===== src/rtl/tcr_pkg.sv =====
// ----------------------------------------------------------------------------
// tcr_pkg
// Types, constants and helper functions shared by the traceback run encoder.
// ----------------------------------------------------------------------------
package tcr_pkg;

  localparam logic [29:0] COUNT_MAX = 30'h3FFF_FFFF;
  localparam logic [15:0] RUNS_MAX  = 16'hFFFF;
  localparam logic [23:0] MISM_MAX  = 24'hFF_FFFF;

  // raw traceback op codes
  localparam logic [1:0] RAW_X = 2'd0;
  localparam logic [1:0] RAW_I = 2'd1;
  localparam logic [1:0] RAW_D = 2'd2;
  localparam logic [1:0] RAW_M = 2'd3;

  // mapped run op codes
  localparam logic [1:0] RUN_MATCH  = 2'd0;
  localparam logic [1:0] RUN_DELETE = 2'd2;
  localparam logic [1:0] RUN_INSERT = 2'd3;

  // results that one accepted byte can cause, in emission order
  typedef struct packed {
    logic        has_a;
    logic [31:0] word_a;
    logic        has_b;
    logic [31:0] word_b;
    logic        has_s;
    logic [15:0] word_total;
    logic [23:0] mismatch_total;
    logic [19:0] final_score;
    logic        overflowed;
  } entry_t;

  function automatic logic [1:0] map_op(input logic [1:0] raw);
    logic [1:0] op;
    unique case (raw)
      RAW_X:   op = RUN_MATCH;
      RAW_I:   op = RUN_INSERT;
      RAW_D:   op = RUN_DELETE;
      RAW_M:   op = RUN_MATCH;
      default: op = RUN_MATCH;
    endcase
    return op;
  endfunction

  function automatic logic [15:0] runs_inc(input logic [15:0] v);
    return (v == RUNS_MAX) ? v : v + 16'd1;
  endfunction

endpackage


===== src/rtl/tcr_if.sv =====
// ----------------------------------------------------------------------------
// tcr channel interfaces
// Traceback byte channel and cigar result channel, valid/ready handshake.
// ----------------------------------------------------------------------------
interface trace_if;
  logic        valid;
  logic        ready;
  logic [1:0]  trace_op;
  logic [5:0]  trace_count_less_one;
  logic [19:0] alignment_score;
  logic        last_byte;

  modport source (
    output valid, trace_op, trace_count_less_one, alignment_score, last_byte,
    input  ready
  );
  modport sink (
    input  valid, trace_op, trace_count_less_one, alignment_score, last_byte,
    output ready
  );
endinterface

interface cigar_if;
  logic        valid;
  logic        ready;
  logic [31:0] cigar_word;
  logic        is_summary;
  logic [15:0] word_total;
  logic [23:0] mismatch_total;
  logic [19:0] final_score;
  logic        runs_overflowed;
  logic        last_result;

  modport source (
    output valid, cigar_word, is_summary, word_total, mismatch_total,
           final_score, runs_overflowed, last_result,
    input  ready
  );
  modport sink (
    input  valid, cigar_word, is_summary, word_total, mismatch_total,
           final_score, runs_overflowed, last_result,
    output ready
  );
endinterface


===== src/rtl/tcr_merge.sv =====
// ----------------------------------------------------------------------------
// tcr_merge
// Run merging, run and mismatch counting; builds one result entry per byte that causes a result.
// ----------------------------------------------------------------------------
module tcr_merge #(
  parameter int MAX_RUN_WORDS = 64
) (
  input  logic            clk,
  input  logic            rst,
  trace_if.sink           trace,
  input  logic            full,
  output logic            push,
  output tcr_pkg::entry_t entry
);

  localparam logic [15:0] RunLimit = 16'(MAX_RUN_WORDS);

  logic [1:0]  pending_op;
  logic [29:0] pending_count;
  logic [15:0] runs_so_far;
  logic [23:0] mismatches_so_far;
  logic        run_dropped;

  logic [1:0]  pending_op_next;
  logic [29:0] pending_count_next;
  logic [15:0] runs_so_far_next;
  logic [23:0] mismatches_so_far_next;
  logic        run_dropped_next;

  logic        acc;
  logic [1:0]  op;
  logic [6:0]  len;
  logic [30:0] sum;
  logic        cont;
  logic        close1;
  logic        room1;
  logic        room2;
  logic [15:0] runs1;
  logic [23:0] mism1;
  logic        drop1;
  logic        drop2;
  logic [29:0] cnt1;
  logic [15:0] runs2;

  assign trace.ready = !full;
  assign acc = trace.valid && trace.ready;

  always_comb begin
    op   = tcr_pkg::map_op(trace.trace_op);
    len  = {1'b0, trace.trace_count_less_one} + 7'd1;
    sum  = {1'b0, pending_count} + 31'(len);
    cont = (pending_count != '0) && (op == pending_op);

    mism1 = mismatches_so_far;
    if (trace.trace_op != tcr_pkg::RAW_M && mismatches_so_far != tcr_pkg::MISM_MAX) begin
      mism1 = mismatches_so_far + 24'd1;
    end

    // open run is closed by a byte of another op
    close1 = (pending_count != '0) && !cont;
    room1  = runs_so_far < RunLimit;
    runs1  = close1 ? tcr_pkg::runs_inc(runs_so_far) : runs_so_far;
    drop1  = run_dropped || (close1 && !room1);
    if (cont) begin
      cnt1 = sum[30] ? tcr_pkg::COUNT_MAX : sum[29:0];
    end else begin
      cnt1 = 30'(len);
    end

    // flush on the last byte
    room2 = runs1 < RunLimit;
    runs2 = tcr_pkg::runs_inc(runs1);
    drop2 = drop1 || !room2;

    entry.has_a          = close1 && room1;
    entry.word_a         = {pending_count, pending_op};
    entry.has_b          = trace.last_byte && room2;
    entry.word_b         = {cnt1, op};
    entry.has_s          = trace.last_byte;
    entry.word_total     = runs2;
    entry.mismatch_total = mism1;
    entry.final_score    = drop2 ? 20'd0 : trace.alignment_score;
    entry.overflowed     = drop2;

    push = acc && (entry.has_a || entry.has_s);

    if (trace.last_byte) begin
      pending_op_next        = '0;
      pending_count_next     = '0;
      runs_so_far_next       = '0;
      mismatches_so_far_next = '0;
      run_dropped_next       = 1'b0;
    end else begin
      pending_op_next        = op;
      pending_count_next     = cnt1;
      runs_so_far_next       = runs1;
      mismatches_so_far_next = mism1;
      run_dropped_next       = drop1;
    end
  end

  always_ff @(posedge clk) begin
    if (rst) begin
      pending_op        <= '0;
      pending_count     <= '0;
      runs_so_far       <= '0;
      mismatches_so_far <= '0;
      run_dropped       <= 1'b0;
    end else if (acc) begin
      pending_op        <= pending_op_next;
      pending_count     <= pending_count_next;
      runs_so_far       <= runs_so_far_next;
      mismatches_so_far <= mismatches_so_far_next;
      run_dropped       <= run_dropped_next;
    end
  end

  a_last_clears: assert property (@(posedge clk) disable iff (rst)
    (acc && trace.last_byte) |=> (pending_count == '0 && runs_so_far == '0))
    else $error("state not cleared after last byte");

  a_last_pushes: assert property (@(posedge clk) disable iff (rst)
    (acc && trace.last_byte) |-> (push && entry.has_s))
    else $error("last byte did not push a summary");

endmodule


===== src/rtl/tcr_fifo.sv =====
// ----------------------------------------------------------------------------
// tcr_fifo
// Two-entry buffer of result entries between merging and emission.
// ----------------------------------------------------------------------------
module tcr_fifo (
  input  logic            clk,
  input  logic            rst,
  input  logic            push,
  input  tcr_pkg::entry_t wr_entry,
  input  logic            pop,
  output tcr_pkg::entry_t head,
  output logic            empty,
  output logic            full
);

  tcr_pkg::entry_t slots [2];
  logic            wr_ptr;
  logic            rd_ptr;
  logic [1:0]      count;

  assign empty = (count == 2'd0);
  assign full  = (count == 2'd2);
  assign head  = slots[rd_ptr];

  always_ff @(posedge clk) begin
    if (push) begin
      slots[wr_ptr] <= wr_entry;
    end
  end

  always_ff @(posedge clk) begin
    if (rst) begin
      wr_ptr <= 1'b0;
      rd_ptr <= 1'b0;
      count  <= 2'd0;
    end else begin
      if (push) begin
        wr_ptr <= !wr_ptr;
      end
      if (pop) begin
        rd_ptr <= !rd_ptr;
      end
      count <= count + {1'b0, push} - {1'b0, pop};
    end
  end

  a_no_overrun: assert property (@(posedge clk) disable iff (rst)
    (push |-> !full) and (pop |-> !empty))
    else $error("buffer overrun or underrun");

endmodule


===== src/rtl/tcr_emit.sv =====
// ----------------------------------------------------------------------------
// tcr_emit
// Steps through the results held in the head entry, one item per handshake.
// ----------------------------------------------------------------------------
module tcr_emit (
  input  logic            clk,
  input  logic            rst,
  input  tcr_pkg::entry_t head,
  input  logic            empty,
  output logic            pop,
  cigar_if.source         cigar
);

  logic [2:0] done;
  logic [2:0] done_next;
  logic [2:0] avail;
  logic [2:0] cur;
  logic       acc;

  always_comb begin
    avail = {head.has_s, head.has_b, head.has_a} & ~done;
    // first outstanding result wins: run a, run b, then summary
    priority if (avail[0]) begin
      cur = 3'b001;
    end else if (avail[1]) begin
      cur = 3'b010;
    end else if (avail[2]) begin
      cur = 3'b100;
    end else begin
      cur = 3'b000;
    end

    cigar.valid           = !empty;
    cigar.cigar_word      = cur[0] ? head.word_a : (cur[1] ? head.word_b : 32'd0);
    cigar.is_summary      = cur[2];
    cigar.word_total      = cur[2] ? head.word_total : 16'd0;
    cigar.mismatch_total  = cur[2] ? head.mismatch_total : 24'd0;
    cigar.final_score     = cur[2] ? head.final_score : 20'd0;
    cigar.runs_overflowed = cur[2] && head.overflowed;
    cigar.last_result     = cur[2];

    acc = cigar.valid && cigar.ready;
    pop = acc && ((avail & ~cur) == 3'b000);
    if (pop) begin
      done_next = 3'b000;
    end else if (acc) begin
      done_next = done | cur;
    end else begin
      done_next = done;
    end
  end

  always_ff @(posedge clk) begin
    if (rst) begin
      done <= 3'b000;
    end else begin
      done <= done_next;
    end
  end

  a_one_result: assert property (@(posedge clk) disable iff (rst)
    cigar.valid |-> $onehot(cur))
    else $error("head entry has no outstanding result");

endmodule


===== src/rtl/traceback_to_cigar_runs.sv =====
// ----------------------------------------------------------------------------
// traceback_to_cigar_runs
// Each result item is registered in a two-entry result buffer before it leaves.
// Throughput: one byte per cycle while the sink is ready and each byte causes at
// most one result; the last byte of an alignment causes up to three, sent one per
// cycle while the sink is ready. Reset clears the open run, counters and buffer.
// ----------------------------------------------------------------------------
module traceback_to_cigar_runs #(
  parameter int MAX_RUN_WORDS = 64
) (
  input  logic    clk,
  input  logic    rst,
  trace_if.sink   trace,
  cigar_if.source cigar
);

  tcr_pkg::entry_t wr_entry;
  tcr_pkg::entry_t head;
  logic            push;
  logic            pop;
  logic            empty;
  logic            full;

  tcr_merge #(
    .MAX_RUN_WORDS (MAX_RUN_WORDS)
  ) u_merge (
    .clk   (clk),
    .rst   (rst),
    .trace (trace),
    .full  (full),
    .push  (push),
    .entry (wr_entry)
  );

  tcr_fifo u_fifo (
    .clk      (clk),
    .rst      (rst),
    .push     (push),
    .wr_entry (wr_entry),
    .pop      (pop),
    .head     (head),
    .empty    (empty),
    .full     (full)
  );

  tcr_emit u_emit (
    .clk   (clk),
    .rst   (rst),
    .head  (head),
    .empty (empty),
    .pop   (pop),
    .cigar (cigar)
  );

endmodule


===== src/flat_wrapper.sv =====
// flat-port wrapper written by rule: the top's interface ports become plain ports
module traceback_to_cigar_runs_flat 
#(
  parameter int MAX_RUN_WORDS = 64
)
  (clk, rst, trace_valid, trace_trace_op, trace_trace_count_less_one, trace_alignment_score, trace_last_byte, trace_ready, cigar_valid, cigar_cigar_word, cigar_is_summary, cigar_word_total, cigar_mismatch_total, cigar_final_score, cigar_runs_overflowed, cigar_last_result, cigar_ready);
  trace_if trace_i ();
  cigar_if cigar_i ();
  input  logic clk;
  input  logic rst;
  input wire logic [$bits(trace_i.valid)-1:0] trace_valid;
  input wire logic [$bits(trace_i.trace_op)-1:0] trace_trace_op;
  input wire logic [$bits(trace_i.trace_count_less_one)-1:0] trace_trace_count_less_one;
  input wire logic [$bits(trace_i.alignment_score)-1:0] trace_alignment_score;
  input wire logic [$bits(trace_i.last_byte)-1:0] trace_last_byte;
  output wire logic [$bits(trace_i.ready)-1:0] trace_ready;
  output wire logic [$bits(cigar_i.valid)-1:0] cigar_valid;
  output wire logic [$bits(cigar_i.cigar_word)-1:0] cigar_cigar_word;
  output wire logic [$bits(cigar_i.is_summary)-1:0] cigar_is_summary;
  output wire logic [$bits(cigar_i.word_total)-1:0] cigar_word_total;
  output wire logic [$bits(cigar_i.mismatch_total)-1:0] cigar_mismatch_total;
  output wire logic [$bits(cigar_i.final_score)-1:0] cigar_final_score;
  output wire logic [$bits(cigar_i.runs_overflowed)-1:0] cigar_runs_overflowed;
  output wire logic [$bits(cigar_i.last_result)-1:0] cigar_last_result;
  input wire logic [$bits(cigar_i.ready)-1:0] cigar_ready;
  assign trace_i.valid = trace_valid;
  assign trace_i.trace_op = trace_trace_op;
  assign trace_i.trace_count_less_one = trace_trace_count_less_one;
  assign trace_i.alignment_score = trace_alignment_score;
  assign trace_i.last_byte = trace_last_byte;
  assign trace_ready = trace_i.ready;
  assign cigar_valid = cigar_i.valid;
  assign cigar_cigar_word = cigar_i.cigar_word;
  assign cigar_is_summary = cigar_i.is_summary;
  assign cigar_word_total = cigar_i.word_total;
  assign cigar_mismatch_total = cigar_i.mismatch_total;
  assign cigar_final_score = cigar_i.final_score;
  assign cigar_runs_overflowed = cigar_i.runs_overflowed;
  assign cigar_last_result = cigar_i.last_result;
  assign cigar_i.ready = cigar_ready;
  traceback_to_cigar_runs #(.MAX_RUN_WORDS(MAX_RUN_WORDS)) u_core (.clk(clk), .rst(rst), .trace(trace_i), .cigar(cigar_i));
endmodule

===== config.mk =====
export PLATFORM = sky130hd
export DESIGN_NAME = traceback_to_cigar_runs_flat
export DESIGN_NICKNAME = d
export VERILOG_FILES = /design/src/rtl/tcr_pkg.sv /design/src/rtl/tcr_if.sv /design/src/rtl/tcr_merge.sv /design/src/rtl/tcr_fifo.sv /design/src/rtl/tcr_emit.sv /design/src/rtl/traceback_to_cigar_runs.sv /design/src/flat_wrapper.sv
export SDC_FILE = /design/constraint.sdc
export NUM_CORES = 1
export LEC_CHECK = 0
export CORE_MARGIN = 2
export CORE_UTILIZATION = 60
export DETAILED_ROUTE_END_ITERATION = 10
export DONT_BUFFER_PORTS = 1
export PLACE_DENSITY = 0.76
export SLEW_MARGIN = 10
export SYNTH_ARGS = -nofsm -noshare
export SYNTH_HDL_FRONTEND = slang
export SYNTH_SLANG_ARGS = --single-unit

===== constraint.sdc =====
create_clock -name clk -period 20.6 [get_ports clk]
set_clock_uncertainty 0.15 [all_clocks]
set_input_delay 2.06 -clock clk [delete_from_list [all_inputs] [get_ports clk]]
set_output_delay 2.06 -clock clk [all_outputs]
set_load 0.02 [all_outputs]

Word level (Yosys, flattened, before mapping):

Memory sizes are Yosys's and may differ from the RTL's. A register that Yosys moved wholly into a read port is not among the register bits.
Index checks and enable logic that the tools add are counted.

* bits in registers: 80
* bits in latches: 0
* memory bits (writable): 256
* memory bits (read-only): 0
* output and inout bits: 97
* memories: 1

Memories
* u_core.u_fifo.slots: depth 2, bits a word 128, read ports 1, clocked after memory_dff 1, wr ports 1, RTL line tcr_fifo.sv:16 `tcr_pkg::entry_t slots [2];`

* $add $sub $neg: 7
* $mul: 0
* divide/modulo/power cells: 0
* magnitude comparators: 2
* equality and inequality tests: 9
* shifts and indexed selects: 0
* muxes and demuxes: 25
* bitwise operators: 5
* reductions and logical operators: 27

Operators by type and width (count)
* $mux W30: 3
* $mux W16: 5
* $mux W24: 3
* $mux W32: 2
* $mux W20: 2
* $add A16 B1 Y16 const B: 2
* $eq A16 B16 Y1 const B: 2
* $lt A16 B7 Y1 const B: 2
* $add A30 B7 Y31: 1
* $reduce_bool A30 Y1: 1
* $add A24 B1 Y24 const B: 1
* $ne A24 B24 Y1 const B: 1
* $logic_and A1 B1 Y1: 11
* $mux W3: 3
* $add A6 B1 Y7 const B: 1
* $logic_not A1 Y1: 7
* $and A3 B3 Y3: 2
* $eq A2 B2 Y1 const B: 3
* $not A3 Y3: 2
* $pmux W2 S3: 1
* $mux W1: 5
* $logic_not A2 Y1: 2
* $reduce_or A2 Y1: 2
* $logic_not A3 Y1: 1
* 8 further kinds: 10

Depth between registers and ports, before layout:

* depth after elaboration: 12
* gate-level depth with buffers: 16
* gate-level depth less buffers: 13

Modules after synthesis:

Synthesis repeated with hierarchy kept, for this count alone.

* cell total of the unflattened synthesis: 1375
* area, all modules: 16504.6 µm²

By module, submodules not included
* tcr_fifo: times used 1, cells an instance 419, area each 9522.9 µm², seq. area each 7787.5 µm²
* tcr_merge: times used 1, cells an instance 825, area each 5990.7 µm², seq. area each 1461.4 µm²
* tcr_emit: times used 1, cells an instance 131, area each 991.0 µm², seq. area each 60.1 µm²

Worst setup path after synthesis:

OpenSTA, ideal clock, no wires.

* path kind: input-to-reg
* from: in trace_trace_op[1]
* to: mem u_core.u_fifo.slots[0][0] in the netlist's numbering (enable)
* library setup time: 0.632 ns
* arrival time: 8.977 ns
* required time: 19.818 ns
* slack: 10.841 ns
* stages: 10
* path buffers: 1
* cell sequence: inv_1 -> ha_1 -> xor2_1 -> nand2_1 -> o21ai_2 -> buf_2 -> nor2_1 -> nor2_1 -> nor2_1 -> nor2b_1

RTL lines
* start, declared: RTL line flat_wrapper.sv:12 `input wire logic [$bits(trace_i.trace_op)-1:0] trace_trace_op;`
* end, declared: RTL line tcr_fifo.sv:16

==> out/metrics.cfg <==
[routing]
wl_per_cell_um = 20.7
wirelength_um = 34800
drtIter0Drc = 1121
viasPerCell = 6.37
drc_errors = 0
ant_nets = 0
first_pass_iters = 6
via_count = 10700

[timing]
fin_ws_ps = 14560
finalHoldViolCount = 0
setup_violations = 0
finalCritPeriodShare = 0.293
fmax_mhz = 166
period_needed_ps = 6040
tns_ps = 0
maxSlewViolCount = 0
hold_ws_ps = 315
rsz0062_at_grt = no
worstMarginPinSlew_ps = 1190
relSlewSlack = 0.203

[layout]
final_nets = 1369
fillCellCount = 1944
final_common_cell = edfxtp_1
final_cell_mix = edfxtp_1 (256), nor2_1 (145), mux2i_1 (135), dfxtp_1 (80), a21oi_1 (78)
fin_util = 0.663
drive_gt1_frac = 0.0772
diodes = 0
synthToLayoutAreaGrowth_pct = 8.44

[clock_tree]
post-cts-setup-buffers = 0
worstSkewPairLatency_ps = 520
cts_root_buf = clkbuf_16
cts-buffers-inserted = 35
cts_tree = done
clkSlewWorstSetupHoldPaths_ps = 60
cts_buffer_depth = 3
hold_buffers = 0
cts.sinks = 337
cts-resized-gates = 0
cts.htree.levels = 2

[power_and_ir_drop]
p_sw_uw = 553
p_per_area_nw_per_um2 = 106
vdd_ir_drop_max_mv = 0.0601
swShare = 0.303
combPwrFrac = 0.203
clkPwrFrac = 0.336
power_frac_seq = 0.461
p_int_mw = 1.27
p_leak_nw = 5.69

[place]
pre_cts_ws_ps = 14140
dp_hpwl_um = 22300
gp_congestion = 0.883
portBuffers = 0

[global_route]
grt-busiest-layer = met2
grt_pass1_wl_um = 55900
overflow = 0
use_met1 = 0.345
met3_usage = 0.0428
grt_antenna_before_repair = 0
grt_pass1_vias = 10500
grt_max_degree = 80
met2_usage = 0.411
groute.usage.overall = 0.250

[yosys]
ys.flop_type = edfxtp_1
synth_warnings = 0
syn_area_per_cell_um2 = 11.8
ys_seq_area_frac = 0.586
syn-num-nets = 1397
async_flop_share = 0
synth_cell_types = 79
synth_edf_count = 256
synth-seq-cells = 337
syn_area_um2 = 15900
syn-instance-count = 1348

[status]
status = complete, no violations

[floorplan]
die_y_um = 167
dieArea_um2 = 27800
rows = 59
ios = 130
chipWidth_um = 167
start_util = 0.611
core_um2 = 26000

[setup_path]
crit_fanout = 40
cp-end-kind = output pin
critPathRequiredTime_ps = 18390
crit_arrival_ps = 3830
worstSetupStartpointType = flip-flop
critical_path_class = reg2out
r2r_setup_slack_ps = 16050

[flow_run]
max_cap_violations = 0

[min_path]
worst_hold_path_type = reg2reg

-- synth_stat cells, drive strengths merged (25+ instances only) --
cell type	number	area, um2
edfxtp	256	7690
clkbuf	62	234
xor2	27	236
o22ai	35	219
nand2	55	209
mux2i	135	1350
and2	42	265
a31oi	26	163
dfxtp	81	1620
o21ai	43	219
nor2	145	544
nand3	25	130
xnor2	41	359
a21oi	78	390
nor3	25	141
-- power by group through the flow --
stage	combinational, mW	clock, mW	sequential, mW
floorplan	0.302	0	0.853
global placement	0.368	0	0.852
detailed placement	0.374	0	0.856
CTS	0.376	0.622	0.842
global route	0.401	0.652	0.848
finish	0.371	0.614	0.841
-- area by class of cell --
type	instances	area, um2	area share
clock buffer	43	916	0.0532
clock inverter	21	200	0.0116
inverter	22	82.6	0.00480
multi-input combinational	907	6160	0.358
sequential	337	9310	0.541
tap	335	419	0.0243
timing repair buffer	17	128	0.00741
-- worst max-delay path, stage by stage, from the launching register on --
cell and delay [ps]:
dfxtp_4 800, mux2i_1 280, or2_2 710, nand2_1 550, buf_4 390, o22ai_1 540
-- cell families (layout without fill, tap and decap cells) --
kind of cell	Yosys count	after routing	synth area share
compound gates	273	273	0.111
xor+xnor	68	68	0.0375
fa+ha+maj	17	17	0.0137
buf+inv	104	103	0.0270
flops	337	337	0.586
mux	140	140	0.0887
simple gates	409	409	0.135
-- routing by layer --
| layer | wire length [um] | vias up |
|---|---|---|
| met1 | 15000 | 5255 |
| li1 | - | 5013 |
| met5 | 0 | - |
| met4 | 771 | 0 |
| met2 | 16600 | 388 |
| met3 | 2350 | 58 |
-- worst paths after layout --
check | start | end | depth (start not counted)
worst max-delay path | flip-flop | cigar_cigar_word[2] | 5
worst min-delay path | u_core.u_emit.done[2] | u_core.u_emit.done[2] | 1
worst max register to register | u_core.u_merge.pending_count[22] | u_core.u_fifo.slots[0][83] | 9
worst min register to register | u_core.u_emit.done[2] | u_core.u_emit.done[2] | 1
-- per-stage QoR --
stage	total power [mW]	std cells	cell area (um2)
floorplan	1.16	1348	15900
global placement	1.22	1618	16100
detailed placement	1.23	1618	16100
CTS	1.84	1682	17200
global route	1.90	1682	17200
finish	1.83	1682	17200
-- state kept, by name, summed over array words and instances (netlist names), named ones only --
register,flops
u_core.u_emit.done,3
u_core.u_fifo.count,2
u_core.u_fifo.rd_ptr,1
u_core.u_fifo.slots,256
u_core.u_fifo.wr_ptr,1
u_core.u_merge.mismatches_so_far,24
u_core.u_merge.pending_count,30
u_core.u_merge.pending_op,2
u_core.u_merge.run_dropped,1
u_core.u_merge.runs_so_far,16
Power figures use the tool's default switching activity.
